$ cat config.mk
export PLATFORM = sky130hd
export DESIGN_NAME = hsv_to_rgb_percent
export DESIGN_NICKNAME = d
export VERILOG_FILES = /design/src/hw/rtl/hsvrgb_pkg.sv /design/src/hw/rtl/hsvrgb_pipe.sv /design/src/hw/rtl/hsv_to_rgb_percent.sv
export VERILOG_INCLUDE_DIRS = /design/src /design/src/hw/rtl
export SDC_FILE = /design/constraint.sdc
export NUM_CORES = 2
export LEC_CHECK = 0
export BUFFER_PORTS_ARGS = -buffer_cell sky130_fd_sc_hd__clkbuf_2
export CAP_MARGIN = 30
export CORE_MARGIN = 2
export CORE_UTILIZATION = 65
export DETAILED_ROUTE_END_ITERATION = 16
export HOLD_SLACK_MARGIN = 0.02
export PLACE_DENSITY = 0.82
export SYNTH_ARGS = -nofsm -noshare
export SYNTH_HDL_FRONTEND = slang
export SYNTH_SLANG_ARGS = --single-unit
$ cat constraint.sdc
create_clock -name clk -period 15.9 [get_ports clk]
set_input_delay 2.385 -clock clk [delete_from_list [all_inputs] [get_ports clk]]
set_output_delay 2.385 -clock clk [all_outputs]
set_load 0.02 [all_outputs]
$ cat src/hw/rtl/hsv_to_rgb_percent_macros.svh
// Assertion macros for the hsv_to_rgb_percent block.
`ifndef HSV_TO_RGB_PERCENT_MACROS_SVH
`define HSV_TO_RGB_PERCENT_MACROS_SVH
`ifndef SYNTHESIS
// Checked while out of reset.
`define HSVRGB_ASSERT(lbl, prop) \
  lbl: assert property (@(posedge clk) disable iff (!rst_n) prop) \
    else $error("hsv_to_rgb_percent assertion failed");
// Checked at every edge, reset included.
`define HSVRGB_ASSERT_ALWAYS(lbl, prop) \
  lbl: assert property (@(posedge clk) prop) \
    else $error("hsv_to_rgb_percent assertion failed");
`else
`define HSVRGB_ASSERT(lbl, prop)
`define HSVRGB_ASSERT_ALWAYS(lbl, prop)
`endif
`endif

$ cat src/hw/rtl/hsvrgb_pkg.sv
// Shared constants, types and scaling helpers for the HSV to RGB converter.
`default_nettype none
package hsvrgb_pkg;

  localparam int unsigned NUM_STAGES = 4;

  localparam logic [8:0] HUE_FULL   = 9'd360;
  localparam logic [8:0] SECTOR_DEG = 9'd60;
  localparam logic [6:0] PERCENT    = 7'd100;
  localparam logic [7:0] CHAN_MAX   = 8'd255;

  // floor(x/100) = (x * RECIP100) >> RECIP100_SH, exact for x <= 25500
  localparam logic [12:0] RECIP100    = 13'd5243;
  localparam int unsigned RECIP100_SH = 19;
  // floor(x/400) = (x * RECIP400) >> RECIP400_SH, exact for x <= 102000
  localparam logic [17:0] RECIP400    = 18'd167773;
  localparam int unsigned RECIP400_SH = 26;

  typedef enum logic [2:0] {
    SEC_0,  // red to yellow
    SEC_1,  // yellow to green
    SEC_2,  // green to cyan
    SEC_3,  // cyan to blue
    SEC_4,  // blue to magenta
    SEC_5   // magenta to red
  } sector_t;

  typedef struct packed {
    logic [NUM_STAGES-1:0] load;  // per-stage register enable
  } stage_ctrl_t;

  // floor(x/100) for x <= 25500; the product holds 28 bits
  function automatic logic [7:0] div100(input logic [14:0] x);
    logic [27:0] prod;
    prod = 28'(x) * 28'(RECIP100);
    return prod[RECIP100_SH +: 8];
  endfunction

  // floor(255*n/6000) = floor(17*n/400) for n <= 6000
  function automatic logic [7:0] scale_sixtieths(input logic [12:0] n);
    logic [16:0] n17;
    logic [34:0] prod;
    n17  = (17'(n) << 4) + 17'(n);
    prod = 35'(n17) * 35'(RECIP400);
    return prod[RECIP400_SH +: 8];
  endfunction

endpackage
`default_nettype wire

$ cat src/hw/rtl/hsvrgb_pipe.sv
// Four-stage arithmetic datapath of the HSV to RGB converter.
`default_nettype none
module hsvrgb_pipe
  import hsvrgb_pkg::*;
(
  input  wire logic        clk,
  input  wire stage_ctrl_t ctrl,
  input  wire logic [8:0]  hue,
  input  wire logic [6:0]  saturation,
  input  wire logic [6:0]  brightness,
  input  wire logic        mirror_hue,
  output logic      [7:0]  red,
  output logic      [7:0]  green,
  output logic      [7:0]  blue
);

  // ---- stage 1: clamp, mirror, sector split, (100-S)*V and 255*V
  logic [8:0]  h_clamp, h_eff;
  logic [6:0]  s_clamp, v_clamp;
  sector_t     sec_nxt;
  logic [5:0]  f_nxt;
  logic [13:0] p_nxt;
  logic [14:0] cvn_nxt;

  sector_t     s1_sec_r;
  logic [5:0]  s1_f_r;
  logic [6:0]  s1_v_r;
  logic [13:0] s1_p_r;
  logic [14:0] s1_cvn_r;

  always_comb begin
    h_clamp = (hue > HUE_FULL) ? HUE_FULL : hue;
    s_clamp = (saturation > PERCENT) ? PERCENT : saturation;
    v_clamp = (brightness > PERCENT) ? PERCENT : brightness;
    h_eff   = mirror_hue ? (HUE_FULL - h_clamp) : h_clamp;
    // full circle wraps to sector 0
    if (h_eff >= HUE_FULL) begin
      sec_nxt = SEC_0;
      f_nxt   = 6'd0;
    end else if (h_eff >= 9'd300) begin
      sec_nxt = SEC_5;
      f_nxt   = 6'(h_eff - 9'd300);
    end else if (h_eff >= 9'd240) begin
      sec_nxt = SEC_4;
      f_nxt   = 6'(h_eff - 9'd240);
    end else if (h_eff >= 9'd180) begin
      sec_nxt = SEC_3;
      f_nxt   = 6'(h_eff - 9'd180);
    end else if (h_eff >= 9'd120) begin
      sec_nxt = SEC_2;
      f_nxt   = 6'(h_eff - 9'd120);
    end else if (h_eff >= SECTOR_DEG) begin
      sec_nxt = SEC_1;
      f_nxt   = 6'(h_eff - SECTOR_DEG);
    end else begin
      sec_nxt = SEC_0;
      f_nxt   = h_eff[5:0];
    end
    p_nxt   = 14'(PERCENT - s_clamp) * 14'(v_clamp);
    cvn_nxt = 15'(CHAN_MAX) * 15'(v_clamp);
  end

  always_ff @(posedge clk) begin
    if (ctrl.load[0]) begin
      s1_sec_r <= sec_nxt;
      s1_f_r   <= f_nxt;
      s1_v_r   <= v_clamp;
      s1_p_r   <= p_nxt;
      s1_cvn_r <= cvn_nxt;
    end
  end

  // ---- stage 2: divide by 100 via reciprocal
  logic [7:0] vmin_full;
  sector_t    s2_sec_r;
  logic [5:0] s2_f_r;
  logic [6:0] s2_v_r;
  logic [6:0] s2_vmin_r;
  logic [7:0] s2_cv_r;

  assign vmin_full = div100(15'(s1_p_r));

  always_ff @(posedge clk) begin
    if (ctrl.load[1]) begin
      s2_sec_r  <= s1_sec_r;
      s2_f_r    <= s1_f_r;
      s2_v_r    <= s1_v_r;
      s2_vmin_r <= vmin_full[6:0];
      s2_cv_r   <= div100(s1_cvn_r);
    end
  end

  // ---- stage 3: d*f and the rise/fall numerators in sixtieths
  logic [6:0]  d;
  logic [12:0] df;
  sector_t     s3_sec_r;
  logic [7:0]  s3_cv_r;
  logic [14:0] s3_cminn_r;
  logic [12:0] s3_rise_r;
  logic [12:0] s3_fall_r;

  always_comb begin
    d  = s2_v_r - s2_vmin_r;
    df = 13'(d) * 13'(s2_f_r);
  end

  always_ff @(posedge clk) begin
    if (ctrl.load[2]) begin
      s3_sec_r   <= s2_sec_r;
      s3_cv_r    <= s2_cv_r;
      s3_cminn_r <= 15'(CHAN_MAX) * 15'(s2_vmin_r);
      s3_rise_r  <= 13'(SECTOR_DEG) * 13'(s2_vmin_r) + df;
      s3_fall_r  <= 13'(SECTOR_DEG) * 13'(s2_v_r) - df;
    end
  end

  // ---- stage 4: final scaling and channel routing
  logic [7:0] cmin, crise, cfall;
  logic [7:0] red_nxt, green_nxt, blue_nxt;
  logic [7:0] red_r, green_r, blue_r;

  always_comb begin
    cmin  = div100(s3_cminn_r);
    crise = scale_sixtieths(s3_rise_r);
    cfall = scale_sixtieths(s3_fall_r);
    case (s3_sec_r)
      SEC_0: begin
        red_nxt = s3_cv_r; green_nxt = crise;   blue_nxt = cmin;
      end
      SEC_1: begin
        red_nxt = cfall;   green_nxt = s3_cv_r; blue_nxt = cmin;
      end
      SEC_2: begin
        red_nxt = cmin;    green_nxt = s3_cv_r; blue_nxt = crise;
      end
      SEC_3: begin
        red_nxt = cmin;    green_nxt = cfall;   blue_nxt = s3_cv_r;
      end
      SEC_4: begin
        red_nxt = crise;   green_nxt = cmin;    blue_nxt = s3_cv_r;
      end
      default: begin
        red_nxt = s3_cv_r; green_nxt = cmin;    blue_nxt = cfall;
      end
    endcase
  end

  always_ff @(posedge clk) begin
    if (ctrl.load[3]) begin
      red_r   <= red_nxt;
      green_r <= green_nxt;
      blue_r  <= blue_nxt;
    end
  end

  assign red   = red_r;
  assign green = green_r;
  assign blue  = blue_r;

endmodule
`default_nettype wire

$ cat src/hw/rtl/hsv_to_rgb_percent.sv
// Top level of the HSV (degrees, percent) to 8-bit RGB converter.
// Usage:
//   Input channel in_valid/in_stall carries hue (0..360 degrees),
//   saturation and brightness (0..100 percent) and mirror_hue. Values
//   above range are clamped; mirror_hue maps hue to 360 - hue.
//   Output channel out_valid/out_stall carries red, green, blue.
//   A transfer happens on a rising edge with valid high and stall low.
// Throughput: one color per clock; a new input is taken every cycle
//   while the output side keeps taking results.
// Path: an input passes through the four register stages (clamp/sector,
//   divide by 100, d*f products, final scale and channel routing)
//   before out_valid rises with its result.
// Stall: each stage holds while the one after it is full and blocked,
//   so bubbles are squeezed out; in_stall rises only when all four
//   stages hold data and out_stall is high. The held result does not
//   change while stalled.
// Reset: rst_n is synchronous, active low; it empties the pipeline
//   (all stage valid bits cleared). No state survives between colors.
`default_nettype none
`include "hsv_to_rgb_percent_macros.svh"
module hsv_to_rgb_percent
  import hsvrgb_pkg::*;
(
  input  wire logic        clk,
  input  wire logic        rst_n,
  input  wire logic        in_valid,
  output logic             in_stall,
  input  wire logic [8:0]  in_hue,
  input  wire logic [6:0]  in_saturation,
  input  wire logic [6:0]  in_brightness,
  input  wire logic        in_mirror_hue,
  output logic             out_valid,
  input  wire logic        out_stall,
  output logic      [7:0]  out_red,
  output logic      [7:0]  out_green,
  output logic      [7:0]  out_blue
);

  // Valid bit per stage; index 0 is the first stage.
  logic [NUM_STAGES-1:0] vld_r, vld_nxt;
  // A stage may load when it is empty or its contents move on.
  logic [NUM_STAGES-1:0] ready;
  stage_ctrl_t           ctrl;

  always_comb begin
    ready[NUM_STAGES-1] = !vld_r[NUM_STAGES-1] || !out_stall;
    for (int k = NUM_STAGES - 2; k >= 0; k--) begin
      ready[k] = !vld_r[k] || ready[k+1];
    end
    ctrl.load = ready;
    vld_nxt   = vld_r;
    if (ready[0]) begin
      vld_nxt[0] = in_valid;
    end
    for (int k = 1; k < NUM_STAGES; k++) begin
      if (ready[k]) begin
        vld_nxt[k] = vld_r[k-1];
      end
    end
  end

  always_ff @(posedge clk) begin
    if (!rst_n) begin
      vld_r <= '0;
    end else begin
      vld_r <= vld_nxt;
    end
  end

  assign in_stall  = !ready[0];
  assign out_valid = vld_r[NUM_STAGES-1];

  hsvrgb_pipe u_pipe (
    .clk        (clk),
    .ctrl       (ctrl),
    .hue        (in_hue),
    .saturation (in_saturation),
    .brightness (in_brightness),
    .mirror_hue (in_mirror_hue),
    .red        (out_red),
    .green      (out_green),
    .blue       (out_blue)
  );

  // Back-pressure reaches the input only with every stage occupied.
  `HSVRGB_ASSERT(a_stall_only_full, in_stall |-> (&vld_r))
  // A taken result with an empty stage behind it leaves a bubble.
  `HSVRGB_ASSERT(a_bubble_moves, (out_valid && !out_stall && !vld_r[NUM_STAGES-2]) |=> !out_valid)
  // Reset empties the whole pipeline.
  `HSVRGB_ASSERT_ALWAYS(a_reset_empty, !rst_n |=> (vld_r == '0))

endmodule
`default_nettype wire

# ---- Word-level counts from Yosys, hierarchy flattened
# Index checks and enable logic that the tools add are counted.
dict set report op_classes {
  add_sub_neg 12
  mul 11
  magnitude_cmp 9
  eq_ne 4
  n_mux 17
  n_reduce_logical 16
}
# operator count
set op_table {}
lappend op_table {{$pmux W8 S3} 3}
lappend op_table {{$mul A17 B18 Y34 const B} 2}
lappend op_table {{$mul A15 B13 Y27 const B} 2}
lappend op_table {{$add A17 B13 Y17} 2}
lappend op_table {{$mul A8 B7 Y15 const A} 2}
lappend op_table {{$mux W6} 5}
lappend op_table {{$sub A6 B6 Y6 const B} 5}
lappend op_table {{$mul A14 B13 Y26 const B} 1}
lappend op_table {{$mul A4 B7 Y11 const A} 2}
lappend op_table {{$ge A9 B8 Y1 const B} 2}
lappend op_table {{$ge A9 B9 Y1 const B} 2}
lappend op_table {{$mux W9} 2}
lappend op_table {{$gt A7 B7 Y1 const B} 2}
lappend op_table {{$mul A14 B7 Y14} 1}
lappend op_table {{$mux W7} 2}
lappend op_table {{$add A13 B13 Y13} 1}
lappend op_table {{$mul A7 B6 Y13} 1}
lappend op_table {{$sub A13 B13 Y13} 1}
lappend op_table {{$mux W3} 4}
lappend op_table {{$ge A9 B6 Y1 const B} 1}
lappend op_table {{$ge A9 B7 Y1 const B} 1}
lappend op_table {{$gt A9 B9 Y1 const B} 1}
lappend op_table {{$sub A9 B9 Y9 const A} 1}
lappend op_table {{$reduce_or A2 Y1} 4}
lappend op_table {{other kinds (10)} 19}
dict set report totals {
  register_bits 156
  out_inout_bits 26
  wordCells 92
}

# ---- Longest topological paths before layout
dict set report logic_depth {
  ltp_word 10
  ltp_mapped 33
}

# ---- By module
# From an unflattened synthesis, not the netlist that was laid out.
dict set report unflattened {
  hier_cells 3600
  area_unflattened_um2 35821.9
}
# module n_inst cells_per_inst area_per_inst_um2 seq_area_each_um2
set modules_own_cells {}
lappend modules_own_cells {hsvrgb_pipe 1 3582 35660.5 4504.3}
lappend modules_own_cells {hsv_to_rgb_percent 1 18 161.4 80.1}

# ---- Worst setup path before layout
# No wires, ideal clock.
dict set report synth_timing {
  path_type {flip-flop to flip-flop}
  startpoint {register u_pipe.s3_fall_r[0]}
  endpoint {register u_pipe.red_r[6] (netlist: u_pipe.red[6]) (data pin)}
  arrival_time_ns 7.857
  slack_ns 7.787
  path_stages_with_launch 32
  period_less_slack_ns 8.113
  cell_sequence {edfxtp_1 > ha_1 > a211oi_1 > nor2_1 > nor4_1 > nor2_1 > o41ai_1 > nand3b_1 > xor2_1 > ha_1 > inv_1 > ha_1 > or2_2 > inv_1 > fa_1 > inv_1 > fa_1 > fa_1 > fa_1 > inv_1 > fa_1 > inv_1 > ha_1 > a21boi_0 > o31ai_1 > nand4_2 > a41o_4 > a221oi_2 > xnor2_1 > and2_1 > a211o_1 > a22o_1}
}
dict set report synth_between {
  elab_chain_len 3
}
# element line
set synth_rtl {}
lappend synth_rtl {{start, declared} hsvrgb_pipe.sv:100} ;# logic [12:0] s3_fall_r;
lappend synth_rtl {{start signal, assigned} hsvrgb_pipe.sv:113} ;# s3_fall_r <= 13'(SECTOR_DEG) * 13'(s2_v_r) - df;
lappend synth_rtl {{$add A17 B13 Y17} hsvrgb_pkg.sv:43} ;# n17 = (17'(n) << 4) + 17'(n);
lappend synth_rtl {{$mul A17 B18 Y34} hsvrgb_pkg.sv:44} ;# prod = 35'(n17) * 35'(RECIP400);
lappend synth_rtl {{$pmux W8 S3} hsvrgb_pipe.sv:126} ;# case (s3_sec_r)
lappend synth_rtl {{named net u_pipe.red_nxt[6]} hsvrgb_pipe.sv:119} ;# logic [7:0] red_nxt, green_nxt, blue_nxt;
lappend synth_rtl {{end signal, assigned} hsvrgb_pipe.sv:150} ;# red_r <= red_nxt;
lappend synth_rtl {{end, declared} hsvrgb_pipe.sv:120} ;# logic [7:0] red_r, green_r, blue_r;
# The timed path passes the listed nets, and every way through them passes these cells.
# A chain may end at the register's enable or synchronous reset.

# ---- Final worst setup path
dict set report layout_timing {
  startpoint {register u_pipe.s3_fall_r[0]}
  endpoint {register u_pipe.red_r[7] (netlist: u_pipe.red[7]) (data pin)}
}
# The elaborated chain is that of the path after synthesis.

==> flow_summary.ini <==
[status]
status = finished, final reports clean

[cts]
clk_pin_slew_ns = 0.08
post_cts_buffers = 0
cts_hold_buffers = 0
htreeDepth = 4
clk_latency_ns = 0.47
cts_buffers = 17
root_buffer = clkbuf_16
clockBufferDepth = 2
cts_resized = 0
cts.sinks = 154
cts_tree = yes

[floorplanning]
core_area_mm2 = 0.0529
die_y_um = 236
die_area_mm2 = 0.0556
die_x_um = 236
io_pins = 54
initial_core_util_pct = 66.1
fp-row-count = 84

[yosys]
ys_seq_area_share_pct = 13.1
synth_edf_count = 150
synth_area_leaders = fa_1 (30%), ha_1 (27%), edfxtp_1 (13%)
yosysUniqueCellTypes = 70
yosysTopAreaCellShare_pct = 30.2
avgSynthCellArea_um2 = 10.0
ys.warnings.count = 0
synthFlopType = edfxtp_1
postSynthCellCount = 3478
synth_area_mm2 = 0.0349
synthArstFlopShare_pct = 0
ys_ff_latch = 154
yosys.area.top_type = fa_1

[flow_run]
drv_cap = 0

[drt]
routedWlPerCell_um = 17.1
drt_pass1_iterations = 5
viasPerCell = 5.55
drc = 0
vias = 23600
antenna_left = 0
drtIter0Drc = 1341
wl_um = 72700

[global_route]
grt_pass1_vias = 25400
gr-total-overflow = 0
antenna_found_initial = 0
grt_pass1_wl_um = 124000
grt_max_degree = 46
grt.total_usage_pct = 27.8

[finish]
stdcell_count = 4252
nets = 4866
drive_above_1_share_pct = 3.59
diodes = 0
layout_common_cells = inv_1 (942), ha_1 (759), fa_1 (528)
final_common_cell = inv_1
syn_to_final_growth_pct = 5.16

[worst_setup_path]
critical_path_class = reg2reg
cp.required_ns = 16.10
cp.arrival_ns = 9.46
slowest_delay_ns = 0.93
cp_top_family = adder cells
startpoint_type = flop
reg2reg_slack_ns = 6.63
path_max_fanout = 17
path_buf_inv = 6
reg2regPathDepth = 33
cp.depth = 33
cp_slowest_cell = edfxtp_1
endpoint_kind = flop

[sta]
hold_viol_final = 0
slew_headroom_pct = 34.8
fmax_mhz = 108
maxSlewViolCount = 0
final.period_utilization_pct = 58.3
clock_skew_ns = 0.0131
tightest_slew_ns = 0.966
fin_tns_setup_ns = 0
rsz0062_at_grt = no
finalSetupViolCount = 0
finalCriticalPeriod_ns = 9.27

[place]
place.gp.congestion = 0.967
place_inst = 4219
port_buffers = 53
hpwlAfterDp_um = 62400

[worst_hold_path]
hold_path.class = reg2reg
min_path_cells = 0
## Yosys cell counts (26+ instances only)
cell type and instances:
a21o_1 43, a21oi_1 134, and2_1 33, edfxtp_1 150, fa_1 528, ha_1 759, inv_1 943, nand2_1 143
nor2_1 91, nor2b_1 27, nor3_1 26, o21a_1 26, o21ai_0 88, o21bai_1 27, xnor2_1 132, xor2_1 41
## state kept, by name, indices dropped and copies added (netlist names), 4 cells and up
signal	count
u_pipe.green	8
u_pipe.s1_p_r	14
u_pipe.s1_f_r	6
u_pipe.s3_fall_r	13
u_pipe.s1_v_r	6
u_pipe.s3_rise_r	12
u_pipe.blue	8
u_pipe.s2_cv_r	8
u_pipe.s2_v_r	7
u_pipe.s3_cminn_r	15
u_pipe.s2_vmin_r	7
u_pipe.red	8
vld_r	4
u_pipe.s2_f_r	6
u_pipe.s3_cv_r	8
u_pipe.s1_cvn_r	15
## stage by stage
stage               setup slack, ns  hold slack [ns]  instance area (µm²)  util [%]
finish                         6.63            0.422                36800      69.5
global route                   6.04            0.430                36800      69.5
CTS                            6.74            0.423                36700      69.5
detailed placement             6.77            0.405                36100      68.3
global placement               6.95            0.401                36100      68.3
floorplan                      7.79            0.400                35000         -
## layer usage
| layer | wire [µm] | share of wire (%) | vias to the layer above | GRT usage (%) |
|---|---|---|---|---|
| met2 | 35200 | 49 | 597 | 47.3 |
| met4 | 2130 | 2.9 | 0 | 8.98 |
| met3 | 3680 | 5.1 | 126 | 3.29 |
| li1 | - | - | 11300 | - |
| met1 | 31600 | 43 | 11600 | 37.1 |
| met5 | 0 | 0 | - | 0 |
## logic make-up after synthesis
| logic type | count (synthesis) | synth area share, % |
|---|---|---|
| fa+ha+maj | 1287 | 57.4 |
| buf+inv | 970 | 10.4 |
| compound gates | 444 | 8.19 |
| simple gates | 430 | 5.92 |
| xor+xnor | 174 | 4.40 |
| flops | 154 | 13.1 |
| mux | 17 | 0.498 |
| other cells | 2 | 0.0215 |
## path summary, 6_finish.rpt
kind | start | endpoint
min | u_pipe.s1_f_r[2]$_SDFFCE_PP0N_ | u_pipe.s2_f_r[2]$_DFFE_PP_
max | u_pipe.s3_fall_r[0]$_DFFE_PP_ | u_pipe.red[7]$_DFFE_PP_
max reg2reg | u_pipe.s3_fall_r[0]$_DFFE_PP_ | u_pipe.red[7]$_DFFE_PP_
min reg2reg | u_pipe.s1_f_r[2]$_SDFFCE_PP0N_ | u_pipe.s2_f_r[2]$_DFFE_PP_
## area by class of cell
class	count	area, µm²
clock buffer	17	425
timing repair buffer	67	383
clock inverter	15	185
fill	3825	16100
sequential	154	4580
multi-input combinational	2367	26800
tap	688	861
inverter	944	3540
Power is left out: the tool's default activity adds up to more than one toggle a clock period on the data nets, which glitch-free logic cannot reach.
